**src/hpvt_pkg.sv**
```systemverilog
// ----------------------------------------------------------------------------
// hpvt_pkg
// Shared types, constants and arithmetic helpers of the homogeneous
// point/vector transform core.
// ----------------------------------------------------------------------------
package hpvt_pkg;

	localparam int unsigned N_PAIRS   = 8;
	localparam int unsigned N_ROWS    = 4;
	localparam int unsigned N_LANES   = 3;
	localparam int unsigned FRAC_W    = 16;
	localparam int unsigned ACC_W     = 66;
	localparam int unsigned RES_W     = 50;
	localparam int unsigned DIV_STEPS = 32;
	localparam int unsigned Q_DEPTH   = 4;
	localparam int unsigned Q_PTR_W   = $clog2(Q_DEPTH);
	localparam int unsigned Q_CNT_W   = $clog2(Q_DEPTH + 1);

	typedef logic signed [31:0]      q16_t;
	typedef logic [63:0]             pair_t;
	typedef logic signed [RES_W-1:0] res_t;
	typedef logic [RES_W-1:0]        mag_t;

	localparam q16_t ONE_Q16  = 32'sh0001_0000;
	localparam q16_t ZERO_Q16 = 32'sh0000_0000;
	localparam q16_t Q16_MAX  = 32'sh7FFF_FFFF;
	localparam q16_t Q16_MIN  = 32'sh8000_0000;

	localparam pair_t PAIR_RESET [N_PAIRS] = '{
		64'h0000_0000_0001_0000, 64'h0, 64'h0001_0000_0000_0000, 64'h0,
		64'h0, 64'h0000_0000_0001_0000, 64'h0, 64'h0001_0000_0000_0000
	};

	typedef struct packed {
		logic point;
		res_t x;
		res_t y;
		res_t z;
		res_t w;
	} row_item_t;

	typedef struct packed {
		mag_t        rem;
		logic [31:0] qd;
		logic        neg;
		logic        sat;
	} lane_t;

	typedef struct packed {
		logic point;
		logic zero_w;
		mag_t ud;
	} div_meta_t;

	function automatic mag_t abs_res(input res_t v);
		res_t n;
		begin
			n = -v;
			abs_res = v[RES_W-1] ? mag_t'(n) : mag_t'(v);
		end
	endfunction

	function automatic q16_t sat_res(input res_t v);
		begin
			if (v > res_t'(Q16_MAX))
				sat_res = Q16_MAX;
			else if (v < res_t'(Q16_MIN))
				sat_res = Q16_MIN;
			else
				sat_res = v[31:0];
		end
	endfunction

	function automatic lane_t div_step(input lane_t l, input mag_t ud, input logic point);
		logic [RES_W:0] t;
		logic [RES_W:0] diff;
		logic           ge;
		lane_t          o;
		begin
			t    = {l.rem, l.qd[31]};
			diff = t - {1'b0, ud};
			ge   = (t >= {1'b0, ud});
			o    = l;
			if (point) begin
				o.rem = ge ? diff[RES_W-1:0] : t[RES_W-1:0];
				o.qd  = {l.qd[30:0], ge};
			end
			div_step = o;
		end
	endfunction

	function automatic q16_t div_finish(input lane_t l);
		logic [32:0] mag;
		logic [32:0] neg_mag;
		begin
			mag     = l.sat ? 33'h1_0000_0000 : {1'b0, l.qd};
			neg_mag = -mag;
			if (l.neg)
				div_finish = (mag > 33'h0_8000_0000) ? Q16_MIN : neg_mag[31:0];
			else
				div_finish = (mag > 33'h0_7FFF_FFFF) ? Q16_MAX : mag[31:0];
		end
	endfunction

endpackage

```
**src/hpvt_fifo.sv**
```systemverilog
// ----------------------------------------------------------------------------
// hpvt_fifo
// Short queue of row sums between front and back.
// ----------------------------------------------------------------------------
module hpvt_fifo (
	input  logic                 clk,
	input  logic                 arst_n,
	input  logic                 push,
	input  hpvt_pkg::row_item_t  push_item,
	output logic                 full,
	input  logic                 pop,
	output hpvt_pkg::row_item_t  pop_item,
	output logic                 empty
);

	hpvt_pkg::row_item_t                  mem [hpvt_pkg::Q_DEPTH];
	logic [hpvt_pkg::Q_PTR_W-1:0]         wr_ptr_q, rd_ptr_q;
	logic [hpvt_pkg::Q_CNT_W-1:0]         cnt_q;

	assign full     = (cnt_q == hpvt_pkg::Q_CNT_W'(hpvt_pkg::Q_DEPTH));
	assign empty    = (cnt_q == '0);
	assign pop_item = mem[rd_ptr_q];

	always_ff @(posedge clk or negedge arst_n) begin
		if (!arst_n) begin
			wr_ptr_q <= '0;
			rd_ptr_q <= '0;
			cnt_q    <= '0;
		end else begin
			if (push)
				wr_ptr_q <= wr_ptr_q + 1'b1;
			if (pop)
				rd_ptr_q <= rd_ptr_q + 1'b1;
			if (push && !pop)
				cnt_q <= cnt_q + 1'b1;
			else if (pop && !push)
				cnt_q <= cnt_q - 1'b1;
		end
	end

	always_ff @(posedge clk) begin
		if (push)
			mem[wr_ptr_q] <= push_item;
	end

endmodule

```
**config.mk**
```make
export PLATFORM = sky130hd
export DESIGN_NAME = hpvt_fifo
export DESIGN_NICKNAME = d
export VERILOG_FILES = /design/src/hpvt_pkg.sv /design/src/hpvt_fifo.sv
export SDC_FILE = /design/constraint.sdc
export NUM_CORES = 1
export LEC_CHECK = 0
export BUFFER_PORTS_ARGS = -buffer_cell sky130_fd_sc_hd__buf_2
export CORE_AREA = 2 2 233 235
export CTS_BUF_LIST = sky130_fd_sc_hd__clkbuf_8
export CTS_CLUSTER_SIZE = 12
export DETAILED_ROUTE_END_ITERATION = 12
export DIE_AREA = 0 0 235 237
export PLACE_DENSITY = 0.76
export RECOVER_POWER = 25
export SETUP_SLACK_MARGIN = 0.02
export SYNTH_ARGS = -nofsm -noshare
export SYNTH_HDL_FRONTEND = slang
export SYNTH_SLANG_ARGS = --single-unit
```
**constraint.sdc**
```tcl
create_clock -name clk -period 15.65 [get_ports clk]
set_input_delay 0.7825 -clock clk [delete_from_list [all_inputs] [get_ports clk]]
set_output_delay 0.7825 -clock clk [all_outputs]
set_load 0.02 [all_outputs]
```
==> run summary <==
The number of antenna-violating nets in the routed design is 0. The fraction of power consumed by the clock network is about a quarter. The count of buffers from port buffering is 407. The synthesized instance count is around 1,100. The combined area of all synthesized cells is roughly 29,000 sq um. The element type at the critical path end is an output port.

The root buffer cell is clkbuf_8. The synthesized netlist devotes 0.166% of its cell area to simple gates. The number of pins with negative max-slew slack in the final report came out at 0. The global-route wire length before repair is ~84,000 um. Net switching is between 30% and 40% of the power. By area, the combinational part of the netlist is dominated by multiplexers. Measured along the x axis, the die boundary spans roughly 240 um. The analysis attributes to net switching a power of between 2000 and 2500 uW.

VDD sags by at most around 0.17 mV. The run finished with clean final reports. The final-layout worst hold slack came out at approximately 0.29 ns. For this configuration, the core starts out at a cell density of 55.2%. The max-cap check violation count came out at 0. The fraction of layout instances using a drive strength above 1 came out at around two fifths. The top cell types in the final layout, fill and taps aside, are 804 x edfxtp_1, 278 x buf_2, 201 x mux4_2.

At the pin with the least slew margin, the transition time is 1.09 ns. The number of failing hold endpoints at the final stage came to 0. The detailed-route wire length per cell is 23.2 um. The fraction of power consumed by sequential logic is between 40% and 50%. The total number of nets in the final design is ~1,800. Wires add up to approximately 56,000 um. The initial antenna violation count came to 15. The most common cell after layout, fill and taps aside is edfxtp_1. Setup violations remaining at the end of the flow were counted as 0. TritonCTS built the clock tree. The layout overhead on the synthesized area is 16.4%. The fraction of the cycle the final worst path needs is between 30% and 40%.

After detailed routing, the number of remaining DRC violations is 0. The synthesized netlist devotes less than 1% of its cell area to XOR and XNOR gates. The all-layer global routing usage is between 20% and 30%.

The iteration count of the initial detailed-routing pass is 4. The tightest min-delay check is of the in2reg type. Adding up every negative setup slack in the final design gives 0 ns. The mux share of post-synthesis cell area is 15.4%. The number of levels in the clock H-tree is 3. The adder-cell area share of the yosys netlist came out at 0.281%.

Detailed placement ended at an HPWL of roughly 34,000 um. The vias after detailed routing came out at ~13,000. The number of primary I/O pins is a little over 400.

Clock skew on the completed layout was measured at around 0.011 ns. The distinct cell type count of the synthesized netlist came out at 21. The worst setup path is of the reg2out kind.

The number of nets produced by synthesis came out at ~1,300. The number of vias per cell after detailed routing came out at around 5.6. The register cell area after layout is ~24,000 sq um. The congestion estimate from routability-driven global placement came to between 0.7 and 0.8. Of all nets on the critical path, the largest fanout is 46. Of the synthesized area, sequential elements account for 82.7%. Fill cells in the final layout number 3,493. During synthesis, Yosys emitted a total of 0 warnings.

The die height is approximately 240 um. The insertion delay of the later-clocked pin in the worst-skew pair came out at 0.70 ns. The largest net degree at the start of global routing came out at 73.

The mean post-synth cell area came out at about 27 sq um. Setup repair after global routing left no endpoint under its margin. The total area inside the core boundary comes to between 50,000 and 60,000 sq um. The total global routing overflow is 0. After clock tree synthesis, the clock-pin slew on the worst setup and hold paths is ~0.060 ns. Dividing total power by cell area gives a power density of a little under 200 nW/um^2. The sort of element at the start of the critical path is a register. The flip-flop and latch count after synthesis is between 800 and 900. The shortest period the worst path allows is a little under 5 ns.

The leakage power is 0.0115 uW. The initial detailed-routing violation count is approximately 800. The area taken by multi-input logic gates is around 4700 sq um. The logic gate share of total power is between 30% and 40%. After floorplanning, the core was divided into 85 placement rows. The number of sinks handled by clock tree synthesis is 811. The die covers between 50,000 and 60,000 sq um.

The internal cell power came out at between 4000 and 5000 uW. The worst endpoint data arrival time is between 4 and 5 ns. The required arrival time at the worst endpoint came out at about 15 ns. The maximum clock rate came out at roughly 200 MHz. The relative max-transition margin came out at 27.2%. The number of buffers added by the clock tree synthesis step came out at roughly 120. The via count of the first global-routing pass came to 14,100. The post-synthesis compound-gate area fraction came out at less than 1%. Counting along the longest clock path gives a buffer depth of 3.
[through the flow]
| step | worst slack [ns] | instance area [sq um] | power [uW] | instances | util, % |
|---|---|---|---|---|---|
| after floorplan | 9.72 | 29400 | 4550 | 1084 | - |
| after global placement | 11.32 | 32100 | 5110 | 2161 | 60.3 |
| after detailed placement | 11.32 | 32100 | 5140 | 2161 | 60.3 |
| after CTS | 10.53 | 34400 | 6710 | 2386 | 64.5 |
| after global routing | 10.36 | 34200 | 6910 | 2386 | 64.2 |
| final | 10.78 | 34200 | 6610 | 2392 | 64.3 |
[Yosys cell counts (all sizes together)]
cell type / count / area, sq um
edfxtp: 804 / 24100
mux4: 201 / 4530
buf: 42 / 340
dfrtp: 7 / 175
ha: 5 / 62.6
and2: 4 / 25.0
inv: 4 / 15.0
xor2: 4 / 35.0
clkbuf: 3 / 11.3
nand2: 2 / 7.51
xnor2: 2 / 17.5
fa: 1 / 20.0
mux2: 1 / 11.3
nor2: 1 / 3.75
nor3: 1 / 5.00
nor3b: 1 / 7.51
o21ai: 1 / 5.00
[kinds of logic after synthesis]
kind of cell    Yosys count
xor+xnor                  6
simple gates              9
mux                     202
compound gates            1
buf+inv                  49
flops                   811
fa+ha+maj                 6
[state kept, by name, indices dropped and copies added (netlist names)]
name,cells
rd_ptr_q,2
mem,804
wr_ptr_q,2
cnt_q,3
[path summary, 6_finish.rpt]
| kind | end | start | slack, ns | cells past startpoint |
|---|---|---|---|---|
| worst max-delay path | pop_item[94] | rd_ptr_q[0] | 10.78 | 4 |
| worst min-delay path | rd_ptr_q[0] | pop | 0.29 | 2 |
| worst max register to register | mem[2][81] | wr_ptr_q[0] | 12.51 | 5 |
| worst min register to register | cnt_q[2] | cnt_q[2] | 0.49 | 1 |
| max in group asynchronous | rd_ptr_q[0] | arst_n | 15.02 | 2 |
| min in group asynchronous | rd_ptr_q[1] | arst_n | 0.44 | 2 |
[worst max-delay path, cell delays in order, from the launching register on]
cell and delay, ns:
dfrtp_4 0.86, buf_4 0.82, buf_4 0.84, mux4_2 0.61
buf_2 0.18
[final cells by class]
class                   count  area share (%)
well taps                 696            2.54
multi-input cells         224            13.8
diodes                      6          0.0439
clock buffers             123            4.94
repair buffers            427            5.92
inverters                   4          0.0439
clock inverters           101            1.62
flip-flops and latches    811            71.0
[timing repair]
| action | CTS | global route |
|---|---|---|
| resized for setup | 0 | 0 |
| hold endpoints to repair | 7 | 0 |
| buffers inserted | 0 | 0 |
| hold buffers | 1 | 0 |
[power groups by stage]
stage	logic, uW	registers, uW	clock network (uW)
finish	2090	2960	1560
CTS	2140	2960	1600
global route	2220	2990	1700
detailed placement	2130	3010	0
floorplan	1520	3020	0
global placement	2130	2980	0
[routing by layer]
layer | track usage [%] | wire [um] | part of all wire, %
met4 | 5.83 | 849 | 1.5
met1 | 27.4 | 22200 | 40
met3 | 7.43 | 5240 | 9.4
met5 | 0 | 149 | 0.27
met2 | 31.3 | 27100 | 49
Note: power is estimated with default switching activity, not from simulation.
